<file path="src/rtl/tenc_pkg.sv">
// ----------------------------------------------------------------------------
// tenc_pkg: text encoding guesser shared definitions
// Window size, derived widths, byte constants and encoding codes.
// ----------------------------------------------------------------------------
package tenc_pkg;

  // Zero-density window in bytes
  localparam int unsigned WINDOW  = 4096;
  localparam int unsigned POS_MAX = WINDOW + 3;
  localparam int unsigned POS_W   = $clog2(POS_MAX + 1);
  localparam int unsigned CNT_W   = $clog2((WINDOW + 1) / 2 + 1);
  localparam int unsigned FRM_W   = $clog2(WINDOW + 1);
  localparam int unsigned CMP_W   = POS_W + 5;

  localparam int unsigned BYTE_W  = 8;
  localparam int unsigned CFG_W   = 2;
  localparam int unsigned CODE_W  = 3;
  localparam int unsigned ODATA_W = 8;

  // density test: 20 * count > 9 * frame
  localparam int unsigned CNT_MUL = 20;
  localparam int unsigned FRM_MUL = 9;

  // byte order mark bytes
  localparam logic [BYTE_W-1:0] BYTE_FE = 8'hFE;
  localparam logic [BYTE_W-1:0] BYTE_FF = 8'hFF;
  localparam logic [BYTE_W-1:0] BYTE_EF = 8'hEF;
  localparam logic [BYTE_W-1:0] BYTE_BB = 8'hBB;
  localparam logic [BYTE_W-1:0] BYTE_BF = 8'hBF;

  // bytes undefined in Windows-1252
  localparam logic [BYTE_W-1:0] BYTE_U81 = 8'h81;
  localparam logic [BYTE_W-1:0] BYTE_U8D = 8'h8D;
  localparam logic [BYTE_W-1:0] BYTE_U8F = 8'h8F;
  localparam logic [BYTE_W-1:0] BYTE_U90 = 8'h90;
  localparam logic [BYTE_W-1:0] BYTE_U9D = 8'h9D;

  // default encoding register codes
  localparam logic [CFG_W-1:0] DEF_MACROMAN = 2'd0;
  localparam logic [CFG_W-1:0] DEF_UTF8     = 2'd1;
  localparam logic [CFG_W-1:0] DEF_WIN1252  = 2'd2;

  typedef enum logic [CODE_W-1:0] {
    ENC_UTF16BE  = 3'd0,
    ENC_UTF16LE  = 3'd1,
    ENC_UTF8     = 3'd2,
    ENC_ASCII    = 3'd3,
    ENC_MACROMAN = 3'd4,
    ENC_WIN1252  = 3'd5
  } enc_e;

endpackage

</file>
<file path="src/rtl/text_encoding_guesser.sv">
// ----------------------------------------------------------------------------
// text_encoding_guesser
// Sniffs a byte stream (BOM, UTF-16 zero density, ASCII, fallback) and emits
// one encoding code word per stream on its final byte.
// ----------------------------------------------------------------------------
// Path: a byte is held in the input register; the code word is registered in the
//   result register when the final byte leaves the input register, then shown on m_axis.
// Throughput: one byte per cycle; the per-byte state update is the loop.
//   The input only stalls when a final byte meets a code word not yet taken.
// Reset: stream state cleared, default_encoding = UTF-8, no clearing pass.
module text_encoding_guesser (
  input  logic                          clk_i,
  input  logic                          rst_ni,
  // configuration: default_encoding
  input  logic                          cfg_wr_en_i,
  input  logic [tenc_pkg::CFG_W-1:0]    cfg_wr_data_i,
  // byte stream in
  input  logic                          s_axis_tvalid_i,
  output logic                          s_axis_tready_o,
  input  logic [tenc_pkg::BYTE_W-1:0]   s_axis_tdata_i,   // [7:0] byte_value
  input  logic                          s_axis_tlast_i,   // end_of_stream
  // encoding code out
  output logic                          m_axis_tvalid_o,
  input  logic                          m_axis_tready_i,
  output logic [tenc_pkg::ODATA_W-1:0]  m_axis_tdata_o    // [2:0] encoding_code
);

  import tenc_pkg::*;

  // --------------------------------------------------------------------------
  // Registers
  // --------------------------------------------------------------------------
  logic [CFG_W-1:0]  def_q;

  // input register
  logic              in_valid_q;
  logic [BYTE_W-1:0] in_byte_q;
  logic              in_last_q;

  // per-stream state
  logic [POS_W-1:0]  pos_q,    pos_d;
  logic [CNT_W-1:0]  even_q,   even_d;
  logic [CNT_W-1:0]  odd_q,    odd_d;
  logic [BYTE_W-1:0] first_q,  first_d;
  logic [BYTE_W-1:0] second_q, second_d;
  logic              mark_q,   mark_d;
  logic              high_q,   high_d;
  logic              undef_q,  undef_d;

  // result register
  logic              out_valid_q;
  logic [CODE_W-1:0] out_code_q;

  // --------------------------------------------------------------------------
  // Handshake
  // --------------------------------------------------------------------------
  // Only a final byte needs room in the result register; plain bytes always
  // move on, so the input register drains even while a result waits.
  logic advance, fire, in_acc, out_acc;

  assign advance         = !in_last_q || !out_valid_q || m_axis_tready_i;
  assign fire            = in_valid_q && advance;
  assign s_axis_tready_o = !in_valid_q || advance;
  assign in_acc          = s_axis_tvalid_i && s_axis_tready_o;
  assign out_acc         = out_valid_q && m_axis_tready_i;

  // --------------------------------------------------------------------------
  // State update for the byte in the input register
  // --------------------------------------------------------------------------
  logic in_window, is_zero, is_undef;

  assign in_window = pos_q < POS_W'(WINDOW);
  assign is_zero   = in_byte_q == '0;
  assign is_undef  = (in_byte_q == BYTE_U81) || (in_byte_q == BYTE_U8D) ||
                     (in_byte_q == BYTE_U8F) || (in_byte_q == BYTE_U90) ||
                     (in_byte_q == BYTE_U9D);

  always_comb begin
    first_d  = first_q;
    second_d = second_q;
    mark_d   = mark_q;
    if (pos_q == POS_W'(0)) begin
      first_d = in_byte_q;
    end else if (pos_q == POS_W'(1)) begin
      second_d = in_byte_q;
    end else if (pos_q == POS_W'(2)) begin
      mark_d = (first_q == BYTE_EF) && (second_q == BYTE_BB) && (in_byte_q == BYTE_BF);
    end

    even_d = even_q;
    odd_d  = odd_q;
    if (in_window && is_zero) begin
      if (pos_q[0]) odd_d  = odd_q + CNT_W'(1);
      else          even_d = even_q + CNT_W'(1);
    end

    high_d  = high_q || in_byte_q[BYTE_W-1];
    undef_d = undef_q || is_undef;

    // saturates at WINDOW+3: enough to tell short streams apart
    pos_d = (pos_q < POS_W'(POS_MAX)) ? pos_q + POS_W'(1) : pos_q;
  end

  // --------------------------------------------------------------------------
  // Decision, taken on the updated state of a final byte
  // --------------------------------------------------------------------------
  logic [FRM_W-1:0] frame;
  logic [CMP_W-1:0] even_x, odd_x, frame_x;
  logic             len_ge2, len_ge3;
  enc_e             code_d;

  assign frame   = (pos_d < POS_W'(WINDOW)) ? FRM_W'(pos_d) : FRM_W'(WINDOW);
  assign even_x  = CMP_W'(even_d) * CMP_W'(CNT_MUL);
  assign odd_x   = CMP_W'(odd_d)  * CMP_W'(CNT_MUL);
  assign frame_x = CMP_W'(frame)  * CMP_W'(FRM_MUL);
  assign len_ge2 = pos_d >= POS_W'(2);
  assign len_ge3 = pos_d >= POS_W'(3);

  always_comb begin
    priority if (len_ge2 && first_d == BYTE_FE && second_d == BYTE_FF) begin
      code_d = ENC_UTF16BE;
    end else if (len_ge2 && first_d == BYTE_FF && second_d == BYTE_FE) begin
      code_d = ENC_UTF16LE;
    end else if (len_ge3 && mark_d) begin
      code_d = ENC_UTF8;
    end else if (even_x > frame_x) begin
      code_d = ENC_UTF16BE;
    end else if (odd_x > frame_x) begin
      code_d = ENC_UTF16LE;
    end else if (!high_d) begin
      code_d = ENC_ASCII;
    end else begin
      unique case (def_q)
        DEF_MACROMAN: code_d = ENC_MACROMAN;
        DEF_WIN1252:  code_d = undef_d ? ENC_MACROMAN : ENC_WIN1252;
        default:      code_d = ENC_UTF8;  // UTF-8 and the unused code
      endcase
    end
  end

  // --------------------------------------------------------------------------
  // Sequential
  // --------------------------------------------------------------------------
  always_ff @(posedge clk_i or negedge rst_ni) begin
    if (!rst_ni) begin
      def_q <= DEF_UTF8;
    end else if (cfg_wr_en_i) begin
      def_q <= cfg_wr_data_i;
    end
  end

  always_ff @(posedge clk_i or negedge rst_ni) begin
    if (!rst_ni) begin
      in_valid_q <= 1'b0;
    end else if (in_acc) begin
      in_valid_q <= 1'b1;
    end else if (fire) begin
      in_valid_q <= 1'b0;
    end
  end

  always_ff @(posedge clk_i) begin
    if (in_acc) begin
      in_byte_q <= s_axis_tdata_i;
      in_last_q <= s_axis_tlast_i;
    end
  end

  always_ff @(posedge clk_i or negedge rst_ni) begin
    if (!rst_ni) begin
      pos_q    <= '0;
      even_q   <= '0;
      odd_q    <= '0;
      first_q  <= '0;
      second_q <= '0;
      mark_q   <= 1'b0;
      high_q   <= 1'b0;
      undef_q  <= 1'b0;
    end else if (fire) begin
      if (in_last_q) begin
        // stream done: start over
        pos_q    <= '0;
        even_q   <= '0;
        odd_q    <= '0;
        first_q  <= '0;
        second_q <= '0;
        mark_q   <= 1'b0;
        high_q   <= 1'b0;
        undef_q  <= 1'b0;
      end else begin
        pos_q    <= pos_d;
        even_q   <= even_d;
        odd_q    <= odd_d;
        first_q  <= first_d;
        second_q <= second_d;
        mark_q   <= mark_d;
        high_q   <= high_d;
        undef_q  <= undef_d;
      end
    end
  end

  always_ff @(posedge clk_i or negedge rst_ni) begin
    if (!rst_ni) begin
      out_valid_q <= 1'b0;
    end else if (fire && in_last_q) begin
      out_valid_q <= 1'b1;
    end else if (out_acc) begin
      out_valid_q <= 1'b0;
    end
  end

  always_ff @(posedge clk_i) begin
    if (fire && in_last_q) begin
      out_code_q <= code_d;
    end
  end

  assign m_axis_tvalid_o = out_valid_q;
  assign m_axis_tdata_o  = ODATA_W'(out_code_q);

  // --------------------------------------------------------------------------
  // Assertions
  // --------------------------------------------------------------------------
  a_pos_bound: assert property (@(posedge clk_i) disable iff (!rst_ni)
    pos_q <= POS_W'(POS_MAX))
    else $error("byte position past saturation");

  a_cnt_bound: assert property (@(posedge clk_i) disable iff (!rst_ni)
    (POS_W'(even_q) + POS_W'(odd_q)) <= pos_q)
    else $error("zero counts exceed bytes seen");

  a_last_clears: assert property (@(posedge clk_i) disable iff (!rst_ni)
    fire && in_last_q |=> pos_q == '0 && m_axis_tvalid_o)
    else $error("final byte did not restart stream and post result");

  a_code_range: assert property (@(posedge clk_i) disable iff (!rst_ni)
    m_axis_tvalid_o |-> out_code_q <= ENC_WIN1252)
    else $error("encoding code out of range");

  a_no_drop: assert property (@(posedge clk_i) disable iff (!rst_ni)
    out_valid_q && !m_axis_tready_i |-> !(fire && in_last_q))
    else $error("result overwritten while waiting");

endmodule
</file>
<file path="config.mk">
export PLATFORM = sky130hd
export DESIGN_NAME = text_encoding_guesser
export DESIGN_NICKNAME = d
export VERILOG_FILES = /design/src/rtl/tenc_pkg.sv /design/src/rtl/text_encoding_guesser.sv
export SDC_FILE = /design/constraint.sdc
export NUM_CORES = 1
export LEC_CHECK = 0
export ABC_AREA = 0
export BUFFER_PORTS_ARGS = -buffer_cell sky130_fd_sc_hd__buf_2
export CORE_MARGIN = 10
export CORE_UTILIZATION = 35
export DETAILED_ROUTE_END_ITERATION = 12
export PLACE_DENSITY = 0.56
export SLEW_MARGIN = 20
export SYNTH_ARGS = -nofsm -noshare
export SYNTH_HDL_FRONTEND = slang
export SYNTH_SLANG_ARGS = --single-unit
</file>
<file path="constraint.sdc">
create_clock -name clk_i -period 6.13 [get_ports clk_i]
set_input_delay 0.9195 -clock clk_i [delete_from_list [all_inputs] [get_ports clk_i]]
set_output_delay 0.9195 -clock clk_i [all_outputs]
set_load 0.005 [all_outputs]
</file>
Yosys cells after proc, flatten, opt, wreduce, memory -nomap -nowiden --
Index checks and enable logic that the tools add are counted.
Operators by class: equality and inequality tests 15, reductions and logical operators 31, $lt $le $gt $ge 7, $add $sub $neg 3, multipliers 3, bitwise operators 1, muxes and demuxes 31
Operators with widths (number):
- $eq A8 B8 Y1 const B | 12
- $mux W12 | 6
- $mux W8 | 5
- $lt A13 B13 Y1 const B | 3
- $mux W13 | 3
- $gt A17 B17 Y1 | 2
- $mul A12 B3 Y15 const B | 2
- $ge A13 B2 Y1 const B | 2
- $add A12 B1 Y12 const B | 2
- $mul A13 B4 Y17 const B | 1
- $add A13 B1 Y13 const B | 1
- $eq A13 B1 Y1 const B | 1
- $eq A13 B2 Y1 const B | 1
- $logic_not A13 Y1 | 1
- $logic_and A1 B1 Y1 | 12
- $mux W1 | 12
- $logic_or A1 B1 Y1 | 9
- $logic_not A8 Y1 | 1
- $mux W2 | 4
- $pmux W3 S2 | 1
- $reduce_or A6 Y1 | 1
- $reduce_bool A2 Y1 | 2
- $logic_not A1 Y1 | 3
- $eq A2 B2 Y1 const B | 1
- 3 further kinds | 3
Word-level totals: input port bits 16, output and inout port bits 10, flip-flop bits (word level) 72, logic and storage cells 107

Longest topological paths before layout --
Gate-level depths: netlist of run 1.
depth after elaboration 13, gate-level depth with buffers 27, mapped depth without buffers 26

Least setup slack after synthesis of run 1 --
OpenSTA, ideal clock, no wires.
kind flip-flop to flip-flop, start point register pos_q[1], end point register out_code_q[0], data pin, period minus slack after synthesis 4.979 ns, buffers on the path 2, stages on the path, launching flop included 23, arrival time 4.722 ns, data required time 5.874 ns, library setup time 0.256 ns, path slack 1.151 ns, path through dfrtp_1 -> ha_1 -> buf_2 -> nand4_1 -> o41ai_1 -> buf_4 -> nor2_1 -> ha_1 -> ha_1 -> o21a_1 -> a21oi_1 -> o21bai_1 -> a21oi_1 -> xor2_1 -> ha_1 -> a32oi_1 -> a21oi_1 -> a211oi_1 -> a21oi_1 -> and3_1 -> o211ai_1 -> a21oi_1 -> o22a_1
On the way: cells in the longest elaborated chain, start to end 10, elaborated cells between the ends (all ways) 38, those cells by class add/sub: 1; mul: 3; order compare: 7; eq/ne: 6; mux: 14; reduce/logical: 7
RTL lines:
- start, declared | RTL line text_encoding_guesser.sv:41 | logic [POS_W-1:0] pos_q, pos_d;
- start signal, assigned | RTL line text_encoding_guesser.sv:191 | pos_q <= pos_d;
- $add A13 B1 Y13 / $lt A13 B13 Y1 (equally long branches) | RTL line text_encoding_guesser.sv:101 | pos_d = (pos_q < POS_W'(POS_MAX)) ? pos_q + POS_W'(1) : pos_q;
- $mux W13 | RTL line text_encoding_guesser.sv:101
- $lt A13 B13 Y1 | RTL line text_encoding_guesser.sv:112 | assign frame = (pos_d < POS_W'(WINDOW)) ? FRM_W'(pos_d) : FRM_W'(WINDOW);
- $mux W13 | RTL line text_encoding_guesser.sv:112
- $mul A13 B4 Y17 | RTL line text_encoding_guesser.sv:115 | assign frame_x = CMP_W'(frame) * CMP_W'(FRM_MUL);
- $gt A17 B17 Y1 | RTL line text_encoding_guesser.sv:128 | end else if (odd_x > frame_x) begin
- $mux W2 | RTL line text_encoding_guesser.sv:128
- $mux W2 | RTL line text_encoding_guesser.sv:126 | end else if (even_x > frame_x) begin
- $mux W2 | RTL line text_encoding_guesser.sv:124 | end else if (len_ge3 && mark_d) begin
- $mux W1 | RTL line text_encoding_guesser.sv:122 | end else if (len_ge2 && first_d == BYTE_FF && second_d == BYTE_FE) begin
- end signal, assigned | RTL line text_encoding_guesser.sv:215 | out_code_q <= code_d;
- end, declared | RTL line text_encoding_guesser.sv:52 | logic [CODE_W-1:0] out_code_q;
Parallel ways exist; a longest one is shown, timed or not. A chain may end at the register's enable or synchronous reset.

Final worst setup path of run 1 --
start point register in_byte_q[3], end point register out_code_q[0], data pin
On the way: cells in the longest elaborated chain, start to end 13, elaborated cells between the ends (all ways) 42, those cells by class mul: 2; order compare: 2; eq/ne: 10; mux: 15; reduce/logical: 13
RTL lines:
- start, declared | RTL line text_encoding_guesser.sv:37 | logic [BYTE_W-1:0] in_byte_q;
- start signal, assigned | RTL line text_encoding_guesser.sv:164 | in_byte_q <= s_axis_tdata_i;
- branches (longest 13 deep; another with $gt A17 B17 Y1)
Several ways; the timed one is not identified.

==> flow_summary.ini, run 1 <==
[sta]
timing.final.crit_share_pct = 93.3
finalWorstSetupSlack_ps = 412
final_max_slew_viol_count = 0
period_needed_ps = 5720
max_slew_margin_pct = 46.6
fmax_mhz = 175
final.setup.tns_ps = 0
holdWs_ps = 491
setup_viol = 0
worstMarginPinSlew_ps = 801
rsz0062_at_grt = false
hold_viol = 0
skew_ps = 9.21

[yosys]
synthMostInstantiatedCell = nand2_1
netlist-cell-type-count = 77
ys_ff_latch = 72
synthCells = 806
yosysSeqAreaShare_pct = 27.1
synth_commonest_cells = nand2_1 (89), ha_1 (83), o21ai_0 (77)
yosysTopAreaCellShare_pct = 21.5
synth_edf_count = 12
synthTopCellsByArea = dfrtp_1 (21%), ha_1 (15%), o21ai_0 (5.6%)
synth_area_mm2 = 0.00687
synth-main-ff-cell = dfrtp_1
ys_warn_count = 0
synth-async-reset-ratio_pct = 83.3
synth.avg_cell_area_um2 = 8.53
synth_area_leader_cell = dfrtp_1

[floorplan]
start_util_pct = 35.4
ios = 26
row_count = 51
dieArea_mm2 = 0.0256
die_width_um = 160
core_area_mm2 = 0.0194
chipHeight_um = 160

[global_routing]
busiest_layer = met2
met3_usage_pct = 2.52
grt_pass1_vias = 5740
overflow = 0
grt_use_total_pct = 13.8
use_met2_pct = 22.2
use_met1_pct = 18.7
grt_pass1_wl_um = 29700
antenna_found_initial = 1
grt_max_degree = 61

[cells_and_area]
drive_gt1_share_pct = 8.85
finalInstanceArea_mm2 = 0.00748
fin_nets = 911
utilization_pct = 38.6
area_delta_synth_final_pct = 8.81
num-fill-cells = 2004
fin_cells = 1080

[placed_design]
hpwl_um = 13400
gp_congestion = 0.911
port_buffers = 20
dpl_cell_area_mm2 = 0.00718
place_inst = 1063
post-place-ws_ps = 431

[routing]
route.detailed.drc = 0
routedWlPerCell_um = 16.4
firstDrtPassIters = 5
drt_wl_total_um = 17800
vias_per_cell = 5.43
drtAntennaViolNets = 0
dr_total_vias = 5867
drtIter0Drc = 423

[cts]
postCtsSetupBuffers = 0
root_buffer = clkbuf_16
cts_buffers = 9
clock-sinks = 72
clk_latency_ps = 340
clk_pin_slew_ps = 60
clock_path_buffers = 2
cts.htree.levels = 3
cts_tree = done
ctsHoldBuffers = 0
cts_resized = 0

[worst_setup_path]
cp_max_fo = 6
worst_setup_path_end_kind = flip-flop
crit_path_start_kind = flip-flop
required_ps = 6340
crit_slowest_cell = edfxtp_1
path_cells = nor4_4 > nand3_2 > or2_2 > inv_1 > nand3_1 > nor2_1 > xor2_1 > ha_1 > ha_1 > nor3_1 > o21ai_0 > a31oi_1 > xnor2_1 > ha_1 > nand4_1 > nor2_1 > mux2i_1 > o221ai_1 > o211a_1 > o31a_2 > a211oi_2 > o22a_1
cpMostUsedCell = ha_1
critPathBufInv = 1
critPathMaxStageDelay_ps = 520
path_delay_family = simple AND/OR/NAND/NOR gates
arrival_ps = 5930
crit_type = reg -> reg

[outcome]
status = finished, final reports clean

[power_and_ir_drop]
leakagePower_nw = 3.36
ir_drop_mv = 0.158
powerDensity_mw_per_mm2 = 213
power.total_mw = 1.59

[hold_path]
hp-class = reg -> reg

[flow_run]
max_cap_viol_count = 0
-- power by group --
| group | total, mW | switching, mW | internal (mW) |
|---|---|---|---|
| combinational | 0.423 | 0.243 | 0.180 |
| clock | 0.535 | 0.231 | 0.303 |
| sequential | 0.636 | 0.0817 | 0.554 |
| total | 1.59 | 0.556 | 1.04 |
-- cells in the final DEF, fill, tap and decap left out, drive strengths merged, types with 5 or more instances in the layout --
cell    netlist  layout
a21oi        44      44
o21a         10      10
o21bai        6       6
a21o          7       7
o31ai        10      10
a211oi        9       9
edfxtp       12      12
nand2        89      89
nor3         14      14
o21ai        77      77
nor2         57      57
xnor2        41      41
nand3        21      21
nand4        17      17
mux2i         9       9
conb          2       7
o211ai        8       8
a22oi        17      17
buf          20      31
and2          6       6
xor2         22      22
a22o         13      13
ha           83      83
and3         10      10
clkbuf       24      10
nor2b        13      13
inv          27      30
dfrtp        59      59
nand2b        5       5
-- per-layer routing --
metal,part of all wire [%],routed length [um]
met1,50,8800
met2,45,8070
met3,3.7,649
met4,1.3,239
met5,0,0
-- worst reg2reg max path, stage by stage (launching register included) --
cell and delay (ps):
edfxtp_1 520, nor4_4 460, nand3_2 270, or2_2 420, inv_1 70, nand3_1 150
nor2_1 220, xor2_1 260, ha_1 280, ha_1 250, nor3_1 310, o21ai_0 160
a31oi_1 270, xnor2_1 230, ha_1 310, nand4_1 120, nor2_1 50, mux2i_1 180
o221ai_1 150, o211a_1 250, o31a_2 360, a211oi_2 150, o22a_1 160
-- cells by family (layout without fill, tap and decap cells) --
kind of cell	Yosys count	in the layout	share of synthesized area [%]
other	2	8	0.109
adders and majority gates	86	86	16.0
DFF	72	72	27.1
AOI/OAI and AO/OA	234	234	21.9
buffers and inverters	71	74	4.93
and+or+nand+nor	265	265	19.6
muxes	13	13	1.97
xor gates and xnor gates	63	63	8.41
-- registers in the layout, indices dropped and copies added, names as in the netlist --
register	count
mark_q	1
in_valid_q	1
in_byte_q	8
second_q	8
first_q	8
pos_q	13
high_q	1
undef_q	1
def_q	2
even_q	12
m_axis_tvalid_o	1
odd_q	12
in_last_q	1
out_code_q	3
-- worst paths after layout --
check | startpoint | cells after the start | to | slack, ps
setup reg to reg | in_byte_q[3] | 22 | out_code_q[0] | 410
hold reg to reg | mark_q | 2 | mark_q | 490
max in group asynchronous | rst_ni | 2 | odd_q[11] | 4850
setup / recovery | in_byte_q[3] | 22 | out_code_q[0] | 410
min in group asynchronous | rst_ni | 2 | pos_q[8] | 750
hold / removal | mark_q | 2 | mark_q | 490
-- cell type report --
type / count / area [um2] / area share [%]
Antenna cell: 1 / 2.50 / 0.0335
Multi-Input combinational cell: 668 / 4700 / 62.8
Clock inverter: 6 / 47.5 / 0.636
Sequential cell: 72 / 1860 / 24.9
Timing Repair Buffer: 31 / 183 / 2.44
Tap cell: 265 / 332 / 4.43
Clock buffer: 10 / 250 / 3.35
Inverter: 27 / 101 / 1.35
No activity file was read; power rests on OpenSTA's default activity.
==> run 2: changes to the inputs <==
--- a/config.mk
+++ b/config.mk
@@ -7,10 +7,10 @@
 export LEC_CHECK = 0
 export ABC_AREA = 0
 export BUFFER_PORTS_ARGS = -buffer_cell sky130_fd_sc_hd__buf_2
-export CORE_MARGIN = 10
 export CORE_UTILIZATION = 35
 export DETAILED_ROUTE_END_ITERATION = 12
 export PLACE_DENSITY = 0.56
+export SETUP_SLACK_MARGIN = 0.15
 export SLEW_MARGIN = 20
 export SYNTH_ARGS = -nofsm -noshare
 export SYNTH_HDL_FRONTEND = slang
==> constraint.sdc (replaced) <==
create_clock -name clk_i -period 6.12 [get_ports clk_i]
set_input_delay 0.918 -clock clk_i [delete_from_list [all_inputs] [get_ports clk_i]]
set_output_delay 0.918 -clock clk_i [all_outputs]
set_load 0.005 [all_outputs]
==> run 2 against run 1 <==
  * Clock skew is 1.2 ps higher
  * Die area down 21%
  * Cell count is 0.46% lower
  * Non-clock buffer count increased by 1
  * Wire length grew 0.17%
  * Combinational power about the same
  * Largest cell class unchanged
==> flow_summary.ini, run 2 (synthesis results as in run 1) <==
[sta]
max_slew_margin_pct = 42.4
worstMarginPinSlew_ps = 864
timing.final.crit_share_pct = 91.7
hold_viol = 0
period_needed_ps = 5610
rsz0062_at_grt = false
skew_ps = 10.4
setup_viol = 0
final.setup.tns_ps = 0
finalWorstSetupSlack_ps = 509
final_max_slew_viol_count = 0
fmax_mhz = 178

[flow_run]
max_cap_viol_count = 0

[floorplan]
start_util_pct = 36.3
chipHeight_um = 142
core_area_mm2 = 0.0190
die_width_um = 142
row_count = 50
dieArea_mm2 = 0.0202
ios = 26

[cells_and_area]
utilization_pct = 39.6
fin_nets = 912
num-fill-cells = 1904
largestRegisters = pos_q x13, even_q x12, odd_q x12
multiInputGateArea_mm2 = 0.00471
finalInstanceArea_mm2 = 0.00751
final_cell_mix = nand2_1 (88), ha_1 (83), o21ai_0 (77)
largest_register_ffs = 13
final_common_cell = nand2_1
seq_area_mm2 = 0.00186
top_register = pos_q
area_delta_synth_final_pct = 9.21
drive_gt1_share_pct = 9.20
antenna_cells = 0

[power_and_ir_drop]
powerDensity_mw_per_mm2 = 217
leakagePower_nw = 3.37
ir_drop_mv = 0.127
power.total_mw = 1.63

[worst_setup_path]
rr_worst_depth = 21
arrival_ps = 5710
cp_max_fo = 6
crit_type = reg -> reg
worst_setup_path_end_kind = flip-flop
crit_path_start_kind = flip-flop
required_ps = 6210

[cts]
clock-sinks = 72
clock_path_buffers = 2
cts_tree = done
cts.htree.levels = 3
clk_pin_slew_ps = 60
ctsHoldBuffers = 0
clk_latency_ps = 350
root_buffer = clkbuf_16
cts_buffers = 9

[global_routing]
overflow = 0
grt_pass1_wl_um = 29400
grt_pass1_vias = 5535
grt_max_degree = 61
grt_use_total_pct = 18.6
antenna_found_initial = 0

[placed_design]
gp_congestion = 0.877
hpwl_um = 13200
port_buffers = 20
dpl_cell_area_mm2 = 0.00717
post-place-ws_ps = 450

[hold_path]
hp-class = reg -> reg
whs_path_depth = 2

[routing]
route.detailed.drc = 0
dr_total_vias = 5857
drtIter0Drc = 428
vias_per_cell = 5.45
drtAntennaViolNets = 0
drt_wl_total_um = 17800
firstDrtPassIters = 7
routedWlPerCell_um = 16.5

[outcome]
status = finished, final reports clean
## run 2: changes by cell type in the layout (fill, tap and decap cells not counted), sizes merged
| cell | previous run | this run |
|---|---|---|
| bufinv | 0 | 1 |
| diode | 1 | 0 |
| clkbuf | 10 | 11 |
| inv | 30 | 29 |
| buf | 31 | 32 |
| clkinv | 2 | 1 |
## run 2: routing by layer
metal / wire length (um) / vias to the layer above / global-route usage [%]
met5: 0 / - / 0
met3: 500 / 20 / 2.69
met2: 8030 / 116 / 30.3
met1: 9050 / 2764 / 25.9
li1: - / 2957 / -
met4: 212 / 0 / 4.64
## run 2: area by class of cell
type | count | area share (%)
clock buffer | 11 | 3.38
clock inverter | 5 | 0.800
inverter | 27 | 1.35
multi-input combinational | 668 | 62.8
sequential | 72 | 24.8
tap | 260 | 4.33
timing repair buffer | 32 | 2.53
## run 2: through the flow
stage	cells	hold slack (ps)
floorplan	811	450
detailed placement	1058	472
global placement	1058	465
finish	1075	493
global route	1075	536
CTS	1074	486
## run 2: worst max-delay path, stage by stage (launching register included)
cell and delay [ps]:
edfxtp_1 520, nor4_4 430, buf_4 190, and3_2 230, nand4_1 220, nor2_1 240, xor2_1 280, ha_1 300
ha_1 360, nor2b_1 160, o31a_1 270, o31a_1 280, a21oi_1 170, ha_1 300, a32oi_1 170, a21oi_1 80
a211oi_1 200, a21oi_1 90, and3_1 190, o211ai_1 350, a21oi_1 110, o22a_1 220
## run 2: final timing paths
kind	start	to	slack [ps]
max	in_byte_q[3]	out_code_q[0]	510
min	mark_q	mark_q	490
max reg2reg	in_byte_q[3]	out_code_q[0]	510
min reg2reg	mark_q	mark_q	490
max in group asynchronous	rst_ni	pos_q[12]	4760
min in group asynchronous	rst_ni	pos_q[9]	760
## run 2: power by group
part / switching (mW) / leakage (nW) / internal (mW)
clock: 0.229 / 0.152 / 0.343
combinational: 0.241 / 2.30 / 0.179
sequential: 0.0815 / 0.925 / 0.555
total: 0.552 / 3.37 / 1.08
## run 2: timing repair
action | 4_1_cts | 5_1_grt
buffers inserted | 0 | 1
resized for setup | 0 | 3
endpoints found under the setup margin | 0 | 3
==> run 3: changes to the inputs <==
--- a/config.mk
+++ b/config.mk
@@ -5,11 +5,11 @@
 export SDC_FILE = /design/constraint.sdc
 export NUM_CORES = 1
 export LEC_CHECK = 0
-export ABC_AREA = 0
+export ABC_AREA = 1
 export BUFFER_PORTS_ARGS = -buffer_cell sky130_fd_sc_hd__buf_2
 export CORE_UTILIZATION = 35
 export DETAILED_ROUTE_END_ITERATION = 12
-export PLACE_DENSITY = 0.56
+export PLACE_DENSITY = 0.52
 export SETUP_SLACK_MARGIN = 0.15
 export SLEW_MARGIN = 20
 export SYNTH_ARGS = -nofsm -noshare
==> run 3 against run 2 <==
  * Global-route usage grew 0.40 points
  * First-iteration DRC count shrank 11%
  * Largest cell class unchanged
  * Hold slack gained 34 ps
  * Non-clock buffer count shrank 7
  * Area after synthesis shrank 0.11%
  * Critical path depth grew 11
  * Sequential power shrank 11%
  * Synthesized cell count grew 20%
  * Critical endpoint is now out_code_q[1]
  * Highest routed layer unchanged
  * Clock skew is essentially flat
  * Flip-flop and latch count is the same
==> flow_summary.ini, run 3 <==
[outcome]
status = finished, final reports clean

[worst_setup_path]
cpMostUsedCell = nand2_1
crit_type = reg -> reg
r2r_end = out_code_q[1]
rr_worst_depth = 32
worst_setup_path_end_kind = flip-flop
arrival_ps = 5400
r2r_slack_ps = 810
required_ps = 6210
crit_slowest_cell = dfrtp_1
crit_path_start_kind = flip-flop
cp_max_fo = 12
critPathBufInv = 5
crit_path_end = out_code_q[1]
path_depth = 32
critPathMaxStageDelay_ps = 680
startpoint = pos_q[0]
path_delay_family = simple AND/OR/NAND/NOR gates
r2r_start = pos_q[0]

[floorplan]
core_area_mm2 = 0.0190
ios = 26
die_width_um = 142
start_util_pct = 36.2
chipHeight_um = 142
row_count = 50
dieArea_mm2 = 0.0202

[cts]
cts.htree.levels = 3
clock_path_buffers = 2
clock-sinks = 72
cts_buffers = 9
postCtsSetupBuffers = 0
ctsHoldBuffers = 0
clk_latency_ps = 350
clk_pin_slew_ps = 60
root_buffer = clkbuf_16
cts_tree = done
cts_resized = 0

[routing]
drtAntennaViolNets = 0
vias_per_cell = 4.92
routedWlPerCell_um = 14.4
route.detailed.drc = 0
firstDrtPassIters = 5
drtIter0Drc = 381
dr_total_vias = 6174
drt_wl_total_um = 18100

[yosys]
synth_area_leader_cell = dfrtp_1
synth.avg_cell_area_um2 = 7.09
yosysTopAreaCellShare_pct = 21.5
yosysSeqAreaShare_pct = 27.1
synth_edf_count = 12
synth-async-reset-ratio_pct = 83.3
ys_ff_latch = 72
synthCells = 969
synth_commonest_cells = nand2_1 (232), inv_1 (166), ha_1 (83)
synth_area_mm2 = 0.00687
netlist-cell-type-count = 53
synth-main-ff-cell = dfrtp_1
synthMostInstantiatedCell = nand2_1
ys_warn_count = 0
synthTopCellsByArea = dfrtp_1 (22%), ha_1 (15%), nand2_1 (13%)

[sta]
period_needed_ps = 5310
final_max_slew_viol_count = 0
hold_viol = 0
holdWs_ps = 527
skew_ps = 10.3
worstMarginPinSlew_ps = 850
fmax_mhz = 188
timing.final.crit_share_pct = 86.7
final.setup.tns_ps = 0
max_slew_margin_pct = 43.3
rsz0062_at_grt = false
setup_viol = 0

[power_and_ir_drop]
leakagePower_nw = 4.13
p_sw_mw = 0.499
combPwrFrac_pct = 24.0
power.total_mw = 1.47
ir_drop_mv = 0.190
p_sw_share_pct = 34.0
seq_power_share_pct = 38.5
p_int_mw = 0.969
p_clk_share_pct = 37.4
powerDensity_mw_per_mm2 = 194

[cells_and_area]
area_delta_synth_final_pct = 10.3
fin_nets = 1093
largestRegisters = pos_q x13, even_q x12, odd_q x12
final_cell_mix = nand2_1 (232), inv_1 (166), ha_1 (83)
antenna_cells = 0
finalInstanceArea_mm2 = 0.00757
largest_register_ffs = 13
final_common_cell = nand2_1
drive_gt1_share_pct = 7.03
utilization_pct = 39.9
top_register = pos_q

[global_routing]
antenna_found_initial = 0
grt_pass1_wl_um = 29800
grt_use_total_pct = 19.1
grt_max_degree = 61
overflow = 0
grt_pass1_vias = 5889

[placed_design]
hpwl_um = 14400
dpl_cell_area_mm2 = 0.00727
gp_congestion = 0.864
port_buffers = 20

[flow_run]
max_cap_viol_count = 0

[hold_path]
hp-class = reg -> reg
## run 3: changes by cell type in the layout (fill, tap and decap cells not counted), sizes merged, moves of 10 or more
cell | before | now
nand2 | 89 | 236
inv | 29 | 174
nand3 | 21 | 55
xnor2 | 41 | 7
o22ai | 4 | 31
o21ai | 77 | 53
nor2 | 57 | 75
a22oi | 17 | 0
xor2 | 22 | 36
nor2b | 13 | 0
a22o | 13 | 3
## run 3: layout make-up
cell class	count	area (um2)
timing repair buffer	25	138
fill	1986	11400
tap	260	325
clock inverter	7	78.8
multi-input combinational	712	4300
clock buffer	9	225
sequential	72	1860
inverter	171	642
## run 3: per-layer routing
metal	wire length (um)	global-route usage, %	vias to the layer above
li1	-	-	3227
met1	9260	27.1	2821
met2	8010	30.3	111
met3	633	2.59	15
met4	211	4.64	0
met5	0	0	-
## run 3: how the worst min path moves through the flow
stage | start | cells past startpoint | end
floorplan | def_q[0] | 2 | def_q[0]
global placement | def_q[1] | 2 | def_q[1]
detailed placement | first_q[1] | 2 | first_q[1]
CTS | def_q[0] | 2 | def_q[0]
global route | first_q[1] | 2 | first_q[1]
finish | def_q[0] | 2 | def_q[0]
## run 3: cells by family after synthesis
| group | share of synthesized area [%] |
|---|---|
| muxes | 0.146 |
| buffers and inverters | 10.8 |
| and+or+nand+nor | 27.7 |
| adders and majority gates | 16.0 |
| other | 0.109 |
| xor gates and xnor gates | 5.59 |
| AOI/OAI and AO/OA | 12.6 |
| DFF | 27.1 |
## run 3: power by group through the flow
stage / registers (mW) / logic (mW) / clock network (mW)
final: 0.566 / 0.353 / 0.550
after global routing: 0.571 / 0.407 / 0.579
after CTS: 0.567 / 0.357 / 0.562
after detailed placement: 0.576 / 0.355 / 0
after global placement: 0.576 / 0.358 / 0
after floorplan: 0.561 / 0.264 / 0
## run 3: through the flow
stage,std cells,worst slack [ps]
after floorplan,974,1740
after global placement,1240,850
after detailed placement,1240,855
after CTS,1256,814
after global routing,1256,199
final,1256,812
## run 3: worst register-to-register path, delay by kind of cell, from the launching register on
| kind | cells | cell delay [ps] |
|---|---|---|
| adders and majority gates | 5 | 1600 |
| xor gates and xnor gates | 1 | 160 |
| buffers and inverters | 5 | 410 |
| AOI/OAI and AO/OA | 1 | 70 |
| DFF | 1 | 680 |
| and+or+nand+nor | 20 | 2120 |
